### config.mk
export PLATFORM = sky130hd
export DESIGN_NAME = hsl_to_rgb_converter
export DESIGN_NICKNAME = d
export VERILOG_FILES = /design/src/hw/rtl/hsl_pkg.sv /design/src/hw/rtl/hsl_prep.sv /design/src/hw/rtl/hsl_chan.sv /design/src/hw/rtl/hsl_to_rgb_converter.sv
export VERILOG_INCLUDE_DIRS = /design/src /design/src/hw/rtl
export SDC_FILE = /design/constraint.sdc
export NUM_CORES = 2
export LEC_CHECK = 0
export BUFFER_PORTS_ARGS = -buffer_cell sky130_fd_sc_hd__buf_4
export CORE_MARGIN = 4
export CORE_UTILIZATION = 50
export CTS_CLUSTER_SIZE = 16
export DETAILED_ROUTE_END_ITERATION = 12
export PLACE_DENSITY = 0.66
export SLEW_MARGIN = 30
export SYNTH_ARGS = -nofsm -noshare
export SYNTH_HDL_FRONTEND = slang
export SYNTH_HIERARCHICAL = 1
export SYNTH_SLANG_ARGS = --single-unit
### constraint.sdc
create_clock -name clk -period 11.7 [get_ports clk]
set_clock_uncertainty 0.2 [all_clocks]
set_input_delay 2.34 -clock clk [delete_from_list [all_inputs] [get_ports clk]]
set_output_delay 2.34 -clock clk [all_outputs]
set_load 0.05 [all_outputs]
### src/hw/rtl/hsl_to_rgb_converter_assert.svh
// ----------------------------------------------------------------------------
// hsl to rgb converter assertion macros
// same-cycle and next-cycle implication checks, empty when SYNTH is defined
// ----------------------------------------------------------------------------
`ifndef HSL_TO_RGB_CONVERTER_ASSERT_SVH
`define HSL_TO_RGB_CONVERTER_ASSERT_SVH

`ifndef SYNTH

// antecedent implies consequent in the same cycle
`define HSL_ASSERT_IMP(name, clk, rst_n, ante, cons) \
	name: assert property (@(posedge clk) disable iff (!(rst_n)) (ante) |-> (cons)) \
		else $error("hsl_to_rgb_converter: same-cycle check failed");

// antecedent implies consequent in the next cycle
`define HSL_ASSERT_NXT(name, clk, rst_n, ante, cons) \
	name: assert property (@(posedge clk) disable iff (!(rst_n)) (ante) |=> (cons)) \
		else $error("hsl_to_rgb_converter: next-cycle check failed");

`else

`define HSL_ASSERT_IMP(name, clk, rst_n, ante, cons)
`define HSL_ASSERT_NXT(name, clk, rst_n, ante, cons)

`endif

`endif

### src/hw/rtl/hsl_pkg.sv
// ----------------------------------------------------------------------------
// hsl_pkg
// shared types and constants of the hsl to rgb converter
// ----------------------------------------------------------------------------
package hsl_pkg;

	localparam int CHANNEL_BITS = 8;
	localparam int HUE_BITS     = 9;
	localparam int FULL_SCALE   = (1 << CHANNEL_BITS) - 1;

	// chroma numerator (1 - |2l - 1|) * s, up to full scale squared
	localparam int CN_BITS   = 2 * CHANNEL_BITS;
	// per-channel coefficient magnitude, 0..60
	localparam int COEF_BITS = 6;
	localparam int COEF_MAX  = 60;
	localparam int PROD_BITS = CN_BITS + COEF_BITS;

	// channel offset = floor(cn * coef / (120 * full scale))
	localparam int DIV_N    = 120 * FULL_SCALE;
	localparam int REM_BITS = $clog2(2 * DIV_N);

	// reciprocal estimate, low by at most one
	localparam int RECIP_SHIFT = PROD_BITS;
	localparam longint unsigned RECIP_MUL = (64'd1 << RECIP_SHIFT) / DIV_N;
	localparam int QE_BITS = RECIP_SHIFT + CHANNEL_BITS;

	localparam int PIPE_DEPTH = 7;

	typedef struct packed {
		logic [HUE_BITS-1:0]     hue;
		logic [CHANNEL_BITS-1:0] saturation;
		logic [CHANNEL_BITS-1:0] lightness;
	} hsl_t;

	typedef struct packed {
		logic [CHANNEL_BITS-1:0] red;
		logic [CHANNEL_BITS-1:0] green;
		logic [CHANNEL_BITS-1:0] blue;
	} rgb_t;

	// signed coefficient of chroma in one channel, over 120
	typedef struct packed {
		logic                 neg;
		logic [COEF_BITS-1:0] mag;
	} coef_t;

	typedef struct packed {
		coef_t red;
		coef_t green;
		coef_t blue;
	} rgb_coef_t;

	localparam coef_t COEF_CHROMA = '{neg: 1'b0, mag: COEF_BITS'(COEF_MAX)};
	localparam coef_t COEF_ZERO   = '{neg: 1'b1, mag: COEF_BITS'(COEF_MAX)};

endpackage

### src/hw/rtl/hsl_prep.sv
// ----------------------------------------------------------------------------
// hsl_prep
// stages 1 and 2: hue sector decode, chroma product and channel coefficients
// ----------------------------------------------------------------------------
module hsl_prep (
	input  logic                                clk,
	input  logic [hsl_pkg::PIPE_DEPTH:1]        stage_en,
	input  hsl_pkg::hsl_t                       hsl,
	output logic [hsl_pkg::CN_BITS-1:0]         cn_s2,
	output logic [hsl_pkg::CHANNEL_BITS-1:0]    light_s2,
	output hsl_pkg::rgb_coef_t                  coef_s2
);
	import hsl_pkg::*;

	localparam int SECTOR_DEG = 60;
	localparam int SECTORS    = 6;

	localparam logic [2:0] SEC_0 = 3'd0;
	localparam logic [2:0] SEC_1 = 3'd1;
	localparam logic [2:0] SEC_2 = 3'd2;
	localparam logic [2:0] SEC_3 = 3'd3;
	localparam logic [2:0] SEC_4 = 3'd4;
	localparam logic [2:0] SEC_5 = 3'd5;

	logic [2:0]              sector;
	logic [HUE_BITS-1:0]     base;
	logic [COEF_BITS-1:0]    t_deg;
	logic [COEF_BITS-1:0]    k_deg;
	logic [COEF_BITS:0]      k2;
	coef_t                   coef_x;
	rgb_coef_t               coef;
	logic                    fallback;
	logic [CHANNEL_BITS:0]   light2;
	logic [CHANNEL_BITS-1:0] amp;

	logic [CHANNEL_BITS-1:0] amp_s1;
	logic [CHANNEL_BITS-1:0] sat_s1;
	logic [CHANNEL_BITS-1:0] light_s1;
	rgb_coef_t               coef_s1;

	// sector by threshold compares
	always_comb begin
		sector = SEC_0;
		base   = '0;
		for (int i = 1; i < SECTORS; i++) begin
			if (hsl.hue >= HUE_BITS'(i * SECTOR_DEG)) begin
				sector = 3'(i);
				base   = HUE_BITS'(i * SECTOR_DEG);
			end
		end
		fallback = (hsl.hue >= HUE_BITS'(SECTORS * SECTOR_DEG));
		t_deg    = COEF_BITS'(hsl.hue - base);
		// k = 60 - |(hue mod 120) - 60|
		k_deg    = sector[0] ? COEF_BITS'(COEF_MAX) - t_deg : t_deg;
		k2       = {k_deg, 1'b0};
		if (k2 >= (COEF_BITS + 1)'(COEF_MAX)) begin
			coef_x.neg = 1'b0;
			coef_x.mag = COEF_BITS'(k2 - (COEF_BITS + 1)'(COEF_MAX));
		end else begin
			coef_x.neg = 1'b1;
			coef_x.mag = COEF_BITS'((COEF_BITS + 1)'(COEF_MAX) - k2);
		end
	end

	always_comb begin
		coef = '{red: COEF_ZERO, green: COEF_ZERO, blue: COEF_ZERO};
		if (!fallback) begin
			unique case (sector)
				SEC_0: begin
					coef.red   = COEF_CHROMA;
					coef.green = coef_x;
				end
				SEC_1: begin
					coef.red   = coef_x;
					coef.green = COEF_CHROMA;
				end
				SEC_2: begin
					coef.green = COEF_CHROMA;
					coef.blue  = coef_x;
				end
				SEC_3: begin
					coef.green = coef_x;
					coef.blue  = COEF_CHROMA;
				end
				SEC_4: begin
					coef.red   = coef_x;
					coef.blue  = COEF_CHROMA;
				end
				SEC_5: begin
					coef.red   = COEF_CHROMA;
					coef.blue  = coef_x;
				end
				default: begin
					coef = '{red: COEF_ZERO, green: COEF_ZERO, blue: COEF_ZERO};
				end
			endcase
		end
	end

	// 1 - |2l - 1| in full-scale units
	always_comb begin
		light2 = {hsl.lightness, 1'b0};
		if (light2 >= (CHANNEL_BITS + 1)'(FULL_SCALE)) begin
			amp = CHANNEL_BITS'((CHANNEL_BITS + 1)'(2 * FULL_SCALE) - light2);
		end else begin
			amp = CHANNEL_BITS'(light2);
		end
	end

	always_ff @(posedge clk) begin
		if (stage_en[1]) begin
			amp_s1   <= amp;
			sat_s1   <= hsl.saturation;
			light_s1 <= hsl.lightness;
			coef_s1  <= coef;
		end
	end

	always_ff @(posedge clk) begin
		if (stage_en[2]) begin
			cn_s2    <= CN_BITS'(amp_s1) * CN_BITS'(sat_s1);
			light_s2 <= light_s1;
			coef_s2  <= coef_s1;
		end
	end

endmodule

### src/hw/rtl/hsl_chan.sv
// ----------------------------------------------------------------------------
// hsl_chan
// stages 3 to 6 of one channel: floor(cn * coef / (120 * full scale))
// ----------------------------------------------------------------------------
module hsl_chan (
	input  logic                             clk,
	input  logic [hsl_pkg::PIPE_DEPTH:1]     stage_en,
	input  logic [hsl_pkg::CN_BITS-1:0]      cn_s2,
	input  hsl_pkg::coef_t                   coef_s2,
	output logic [hsl_pkg::CHANNEL_BITS-1:0] mag_s6,
	output logic                             neg_s6
);
	import hsl_pkg::*;

	logic [PROD_BITS-1:0]    prod_s3;
	logic                    neg_s3;
	logic [QE_BITS-1:0]      qe_s4;
	logic [PROD_BITS-1:0]    prod_s4;
	logic                    neg_s4;
	logic [CHANNEL_BITS-1:0] est_s5;
	logic [REM_BITS-1:0]     rem_s5;
	logic                    neg_s5;

	logic [CHANNEL_BITS-1:0] est;
	logic [PROD_BITS-1:0]    back;
	logic [CHANNEL_BITS-1:0] quo;
	logic                    rem_zero;

	always_ff @(posedge clk) begin
		if (stage_en[3]) begin
			prod_s3 <= PROD_BITS'(cn_s2) * PROD_BITS'(coef_s2.mag);
			neg_s3  <= coef_s2.neg;
		end
	end

	// reciprocal multiply
	always_ff @(posedge clk) begin
		if (stage_en[4]) begin
			qe_s4   <= QE_BITS'(prod_s3) * QE_BITS'(RECIP_MUL);
			prod_s4 <= prod_s3;
			neg_s4  <= neg_s3;
		end
	end

	// quotient estimate and its remainder, remainder below twice the divisor
	always_comb begin
		est  = qe_s4[RECIP_SHIFT +: CHANNEL_BITS];
		back = PROD_BITS'(est) * PROD_BITS'(DIV_N);
	end

	always_ff @(posedge clk) begin
		if (stage_en[5]) begin
			est_s5 <= est;
			rem_s5 <= REM_BITS'(prod_s4 - back);
			neg_s5 <= neg_s4;
		end
	end

	// single correction step, then round away from zero for negative floor
	always_comb begin
		if (rem_s5 >= REM_BITS'(DIV_N)) begin
			quo      = est_s5 + 1'b1;
			rem_zero = (rem_s5 == REM_BITS'(DIV_N));
		end else begin
			quo      = est_s5;
			rem_zero = (rem_s5 == '0);
		end
	end

	always_ff @(posedge clk) begin
		if (stage_en[6]) begin
			mag_s6 <= quo + CHANNEL_BITS'(neg_s5 & ~rem_zero);
			neg_s6 <= neg_s5;
		end
	end

endmodule

### src/hw/rtl/hsl_to_rgb_converter.sv
// ----------------------------------------------------------------------------
// hsl_to_rgb_converter
// streaming hsl to rgb pixel converter, seven-stage pipeline
// ----------------------------------------------------------------------------
// usage:
//   hsl channel: one request per pixel (hue in degrees, saturation and
//   lightness with full scale meaning 1.0), taken when hsl_valid and
//   hsl_ready are both high
//   rgb channel: one result per request, in order, offered on rgb_valid
//   and held until rgb_ready
//   throughput is one pixel every cycle while the receiver keeps rgb_ready high
//   the depth comes from the arithmetic chain, each step registered: sector
//   decode, chroma product, chroma times coefficient, reciprocal multiply,
//   back multiply for the remainder, correction, then add to lightness and clamp
//   reset clears every stage valid bit; payload registers are not reset
//   when the receiver stalls, ready ripples back only through occupied
//   stages, so bubbles close up and requests are still taken until the
//   pipeline is full; nothing is dropped or repeated
//   hue of 360 or more gives the grey level on all three channels
// ----------------------------------------------------------------------------
`include "hsl_to_rgb_converter_assert.svh"

module hsl_to_rgb_converter (
	input  logic          clk,
	input  logic          arst_n,
	input  logic          hsl_valid,
	output logic          hsl_ready,
	input  hsl_pkg::hsl_t hsl,
	output logic          rgb_valid,
	input  logic          rgb_ready,
	output hsl_pkg::rgb_t rgb
);
	import hsl_pkg::*;

	// per-stage valid bits and load enables
	logic [PIPE_DEPTH:1] vld_q;
	logic [PIPE_DEPTH:1] stage_en;

	// front end outputs
	logic [CN_BITS-1:0]      cn_s2;
	logic [CHANNEL_BITS-1:0] light_s2;
	rgb_coef_t               coef_s2;

	// lightness rides along with the channel arithmetic
	logic [CHANNEL_BITS-1:0] light_s3;
	logic [CHANNEL_BITS-1:0] light_s4;
	logic [CHANNEL_BITS-1:0] light_s5;
	logic [CHANNEL_BITS-1:0] light_s6;

	// signed channel offsets from the per-channel units
	logic [CHANNEL_BITS-1:0] red_mag_s6;
	logic [CHANNEL_BITS-1:0] green_mag_s6;
	logic [CHANNEL_BITS-1:0] blue_mag_s6;
	logic                    red_neg_s6;
	logic                    green_neg_s6;
	logic                    blue_neg_s6;

	rgb_t rgb_s7;

	// lightness plus or minus offset, clamped to 0..full scale
	function automatic logic [CHANNEL_BITS-1:0] clamp_chan(
		input logic [CHANNEL_BITS-1:0] light,
		input logic [CHANNEL_BITS-1:0] mag,
		input logic                    neg
	);
		logic [CHANNEL_BITS:0] sum;
		logic [CHANNEL_BITS-1:0] res;
		sum = {1'b0, light} + {1'b0, mag};
		if (neg) begin
			res = (mag > light) ? '0 : light - mag;
		end else if (sum > (CHANNEL_BITS + 1)'(FULL_SCALE)) begin
			res = CHANNEL_BITS'(FULL_SCALE);
		end else begin
			res = CHANNEL_BITS'(sum);
		end
		return res;
	endfunction

	// a stage loads when it is empty or the stage after it moves
	always_comb begin
		stage_en[PIPE_DEPTH] = ~vld_q[PIPE_DEPTH] | rgb_ready;
		for (int i = PIPE_DEPTH - 1; i >= 1; i--) begin
			stage_en[i] = ~vld_q[i] | stage_en[i + 1];
		end
	end

	always_ff @(posedge clk or negedge arst_n) begin
		if (!arst_n) begin
			vld_q <= '0;
		end else begin
			if (stage_en[1]) begin
				vld_q[1] <= hsl_valid;
			end
			for (int i = 2; i <= PIPE_DEPTH; i++) begin
				if (stage_en[i]) begin
					vld_q[i] <= vld_q[i - 1];
				end
			end
		end
	end

	assign hsl_ready = stage_en[1];

	// stages 1 and 2
	hsl_prep u_prep (
		.clk      (clk),
		.stage_en (stage_en),
		.hsl      (hsl),
		.cn_s2    (cn_s2),
		.light_s2 (light_s2),
		.coef_s2  (coef_s2)
	);

	// stages 3 to 6, one unit per channel
	hsl_chan u_chan_red (
		.clk      (clk),
		.stage_en (stage_en),
		.cn_s2    (cn_s2),
		.coef_s2  (coef_s2.red),
		.mag_s6   (red_mag_s6),
		.neg_s6   (red_neg_s6)
	);

	hsl_chan u_chan_green (
		.clk      (clk),
		.stage_en (stage_en),
		.cn_s2    (cn_s2),
		.coef_s2  (coef_s2.green),
		.mag_s6   (green_mag_s6),
		.neg_s6   (green_neg_s6)
	);

	hsl_chan u_chan_blue (
		.clk      (clk),
		.stage_en (stage_en),
		.cn_s2    (cn_s2),
		.coef_s2  (coef_s2.blue),
		.mag_s6   (blue_mag_s6),
		.neg_s6   (blue_neg_s6)
	);

	// lightness delay line matching the channel units
	always_ff @(posedge clk) begin
		if (stage_en[3]) begin
			light_s3 <= light_s2;
		end
		if (stage_en[4]) begin
			light_s4 <= light_s3;
		end
		if (stage_en[5]) begin
			light_s5 <= light_s4;
		end
		if (stage_en[6]) begin
			light_s6 <= light_s5;
		end
	end

	// stage 7: output register
	always_ff @(posedge clk) begin
		if (stage_en[7]) begin
			rgb_s7.red   <= clamp_chan(light_s6, red_mag_s6, red_neg_s6);
			rgb_s7.green <= clamp_chan(light_s6, green_mag_s6, green_neg_s6);
			rgb_s7.blue  <= clamp_chan(light_s6, blue_mag_s6, blue_neg_s6);
		end
	end

	assign rgb_valid = vld_q[PIPE_DEPTH];
	assign rgb       = rgb_s7;

	// an empty or draining output stage never blocks new requests
	`HSL_ASSERT_IMP(a_ready_when_drain, clk, arst_n, (!rgb_valid || rgb_ready), hsl_ready)
	// a stalled stage keeps its item and its lightness
	`HSL_ASSERT_NXT(a_hold_on_stall, clk, arst_n, (vld_q[6] && !stage_en[7]), (vld_q[6] && $stable(light_s6)))
	// a result only appears from an occupied stage before it
	`HSL_ASSERT_IMP(a_result_source, clk, arst_n, $rose(rgb_valid), $past(vld_q[6]))

endmodule

==> flow_results.org <==
** Synthesis
- After synthesis, the cell types taking the most area are sky130_fd_sc_hd__edfxtp_1 31%, sky130_fd_sc_hd__ha_1 17%, sky130_fd_sc_hd__fa_1 16%.
- For this run, the register share of the synthesized area comes to 31.6%.
- Cell type with the largest total area after synthesis :: sky130_fd_sc_hd__edfxtp_1
- Share of synthesized flip-flops with an asynchronous set or reset :: 1.79%
- Summing every instance area after synthesis gives 37000 um2.
- Synthesis-stage register bit count :: 391
- For this run, the number of Yosys warnings is 6.
- Synthesis handed over a netlist of 3528 instances.
- Top-area cell type share of the netlist area :: 31.2%
- Counting flops with a built-in enable in the synthesized netlist gives 384.
- Most instantiated flip-flop cell in the synthesis netlist :: sky130_fd_sc_hd__edfxtp_1
- Mean instance size in the synthesized netlist :: 10.5 um2
- Cell types with the highest counts after synthesis :: 694 x sky130_fd_sc_hd__inv_1, 501 x sky130_fd_sc_hd__ha_1, 384 x sky130_fd_sc_hd__edfxtp_1, 311 x sky130_fd_sc_hd__and2_1, 301 x sky130_fd_sc_hd__fa_1
- Number of different library cells in the post-synthesis netlist :: 116
- Yosys instantiated no cell more often than sky130_fd_sc_hd__inv_1.

** Layout
- Sequential cell area in the final layout :: 11700 um2
- Relative to the synthesized area, the layout overhead comes to 8.35%.
- In the final design database the tool counted 4421 nets.
- Combined area of the multi-input logic cells :: 22500 um2
- At the end of the flow the core is filled with cells to 54.8%.
- After filler insertion, the fill cell instance count of the layout stands at 6377.
- Cells with a size suffix above 1 make up 5.49% of the layout.

** Floorplanning
- The die is 280 um wide.
- 55 I/O pins were placed.
- Placement row count :: 99
- The floorplan step defined a core boundary enclosing 73200 um2.
- The floorplan step defined a die boundary enclosing 78400 um2.
- The die is 280 um tall.
- Starting utilization of the core area :: 50.6%

** Critical path
- STA classifies the critical path endpoint as an output pin.
- WP data arrival :: 4830 ps
- Worst EP required :: 9160 ps
- STA classifies the critical path startpoint as a primary input.
- Cell breakdown of the critical path :: buf_4 > nand2b_2 > nor2_1 > and3_1 > nand4_1 > buf_4 > buf_4
- Worst reg2reg endpoint :: u_chan_blue/prod_s3[21]
- Combined buffer and inverter count along the critical path :: 3
- For this run, the slowest stage of the critical path takes 590 ps.
- Family with the most delay on the worst path :: simple AND/OR/NAND/NOR gates
- The worst setup path is of the primary input to output pin kind.
- Launch point of the worst reg-to-reg path :: u_prep/cn_s2[2]
- Across all register-to-register paths, the minimum setup slack is 6750 ps.
- Worst reg2reg path depth :: 14
- Peak fanout along the critical path :: 43
- Critical-path top delay cell :: sky130_fd_sc_hd__nor2_1
- Most repeated library cell on the critical path :: sky130_fd_sc_hd__buf_4

** Clock network
- TritonCTS clock tree :: done
- # H-tree levels :: 2
- Post-CTS timing repair inserted 0 buffers for setup.
- Number of buffers inserted during clock tree synthesis :: 47
- Post-CTS repair changed the size of 0 cells.
- The clock passes through at most 3 buffers.
- After clock tree synthesis, the clock-pin slew on the worst setup and hold paths is 60 ps.
- Hold_buf cts :: 0
- At the later pin of the worst-skew pair, clock insertion delay measures 610 ps.
- The root buffer cell chosen for the clock tree is sky130_fd_sc_hd__clkbuf_16.
- Total clock sinks :: 391

** Drt
- In the routed layout, each cell is associated on average with a via count of 5.25.
- After detailed routing, the total wire length is 70.1 mm.
- In this run the remaining antenna-violating nets after routing total 0.
- The pre-antenna-repair detailed-routing pass consisted of 5 iterations.
- Detailed routing inserted a total of 24055 vias.
- Number of violations reported at the end of detailed-routing iteration 0 :: 1089
- In the final routed layout, each cell accounts on average for 15.3 um.
- In the routed design, unresolved DRC markers number 0.

** Hold path
- Hold wc startpoint :: u_chan_red/qe_s4[2]
- WHS Endpoint :: u_chan_red/rem_s5[2]
- Number of cells traversed by the worst hold path :: 0
- Type of the tightest min-delay check :: register to register

** Status
- Run status :: complete, no violations

** Global route
- Global-route total usage across every layer :: 18.3%
- Global routing finished with a remaining overflow of 0.
- The first global-routing pass estimated 120 mm of wire.
- The via count of the first global-routing pass came to 24361.
- Largest net degree at the start of global routing :: 85
- Number of antenna violations at the first check in global routing :: 2

** STA
- Based on the critical path, the design can be clocked at up to 0.136 GHz.
- Final hold slack :: 184 ps
- Ratio of final minimum period to clock period :: 63.0%
- At the pin with the least slew margin, the transition time is 930 ps.
- Final hold violation count :: 0
- Relative max-transition margin :: 37.9%
- The max-slew violation count was 0.
- Count of endpoints failing setup in the final report :: 0
- Final critical-path required period :: 7370 ps
- Final-layout setup total negative slack :: 0 ps
- Unrepaired setup endpoints after global routing :: no

** Placement
- Port buffering added 54 buffers.
- HPWL after detailed placement :: 54.9 mm
- Routability congestion estimate :: 0.838

** Flow run
- The tool flagged a number of max-cap violations equal to 0.
-- worst max path at each step --
stage	start	to	slack, ps	cells after the start
finish	rgb_ready	hsl_ready	4330	7
detailed placement	rgb_ready	hsl_ready	4400	7
CTS	rgb_ready	hsl_ready	4390	7
floorplan	rgb_ready	hsl_ready	4090	4
global placement	rgb_ready	hsl_ready	4230	7
global route	rgb_ready	hsl_ready	4160	7
-- per-layer routing --
layer / wire length [um] / part of all wire (%) / vias up / GRT usage, %
li1: - / - / 11987 / -
met1: 32800 / 47 / 11621 / 25.0
met2: 33400 / 48 / 344 / 31.5
met3: 2140 / 3.1 / 103 / 1.96
met4: 1780 / 2.5 / 0 / 4.93
met5: 0 / 0 / - / 0
-- worst register-to-register path: stages, from the launching register on --
cell                       delay [ps]
sky130_fd_sc_hd__edfxtp_1         670
sky130_fd_sc_hd__and2_1           310
sky130_fd_sc_hd__fa_1             520
sky130_fd_sc_hd__fa_1             540
sky130_fd_sc_hd__inv_1             50
sky130_fd_sc_hd__fa_1             520
sky130_fd_sc_hd__inv_1             50
sky130_fd_sc_hd__ha_1             330
sky130_fd_sc_hd__a21oi_1          230
sky130_fd_sc_hd__o21ai_1          130
sky130_fd_sc_hd__a31o_2           270
sky130_fd_sc_hd__a31oi_1          240
sky130_fd_sc_hd__nand2_1          110
sky130_fd_sc_hd__a211o_1          280
sky130_fd_sc_hd__a32o_1           210
-- registers in the layout, indices dropped and copies added (netlist names), 18 cells and up --
name and flops:
rgb 24, u_chan_blue/prod_s3 22, u_chan_green/prod_s3 22, u_chan_red/prod_s3 22, u_prep/coef_s1 18, u_prep/coef_s2 18
-- area by class of cell --
| type | instances | share of cell area, % |
|---|---|---|
| Antenna cell | 1 | 0.00624 |
| Timing Repair Buffer | 59 | 1.10 |
| Clock buffer | 56 | 3.09 |
| Sequential cell | 391 | 29.2 |
| Inverter | 698 | 6.54 |
| Clock inverter | 29 | 0.899 |
| Multi-Input combinational cell | 2393 | 56.2 |
| Tap cell | 959 | 2.99 |
-- placed cells by master (no fill, tap or decap), types with 9 or more instances in the layout --
master,instances
sky130_fd_sc_hd__a211oi_1,13
sky130_fd_sc_hd__a21o_1,37
sky130_fd_sc_hd__a21oi_1,154
sky130_fd_sc_hd__a221oi_1,9
sky130_fd_sc_hd__a31oi_1,27
sky130_fd_sc_hd__and2_1,311
sky130_fd_sc_hd__and3_1,24
sky130_fd_sc_hd__buf_4,59
sky130_fd_sc_hd__clkbuf_16,47
sky130_fd_sc_hd__edfxtp_1,384
sky130_fd_sc_hd__fa_1,301
sky130_fd_sc_hd__ha_1,501
sky130_fd_sc_hd__inv_1,693
sky130_fd_sc_hd__nand2_1,143
sky130_fd_sc_hd__nand2b_1,33
sky130_fd_sc_hd__nand3_1,54
sky130_fd_sc_hd__nand4_1,22
sky130_fd_sc_hd__nor2_1,107
sky130_fd_sc_hd__nor2b_1,32
sky130_fd_sc_hd__nor3_1,37
sky130_fd_sc_hd__nor4_1,9
sky130_fd_sc_hd__o211ai_1,17
sky130_fd_sc_hd__o21a_1,30
sky130_fd_sc_hd__o21ai_0,69
sky130_fd_sc_hd__o21ai_1,25
sky130_fd_sc_hd__o21bai_1,21
sky130_fd_sc_hd__or2_2,12
sky130_fd_sc_hd__or3_1,9
sky130_fd_sc_hd__xnor2_1,130
sky130_fd_sc_hd__xor2_1,65
-- kinds of logic after synthesis --
family          after synthesis  share of synthesized area, %
compound gates              530                          9.75
xor+xnor                    196                          4.68
fa+ha+maj                   803                          33.3
buf+inv                     747                          7.66
flops                       391                          31.6
mux                          11                         0.355
other cells                   1                        0.0101
simple gates                849                          12.7
-- metrics by stage --
step / area (um2) / setup WS [ps] / std cells
after floorplan: 37000 / 4090 / 3531
after global placement: 38500 / 4230 / 4500
after detailed placement: 38500 / 4400 / 4500
after CTS: 40100 / 4390 / 4585
after global routing: 40100 / 4160 / 4586
final: 40100 / 4330 / 4586
Power is left out: the tool's default activity adds up to more than one toggle a clock period on the data nets, which glitch-free logic cannot reach.
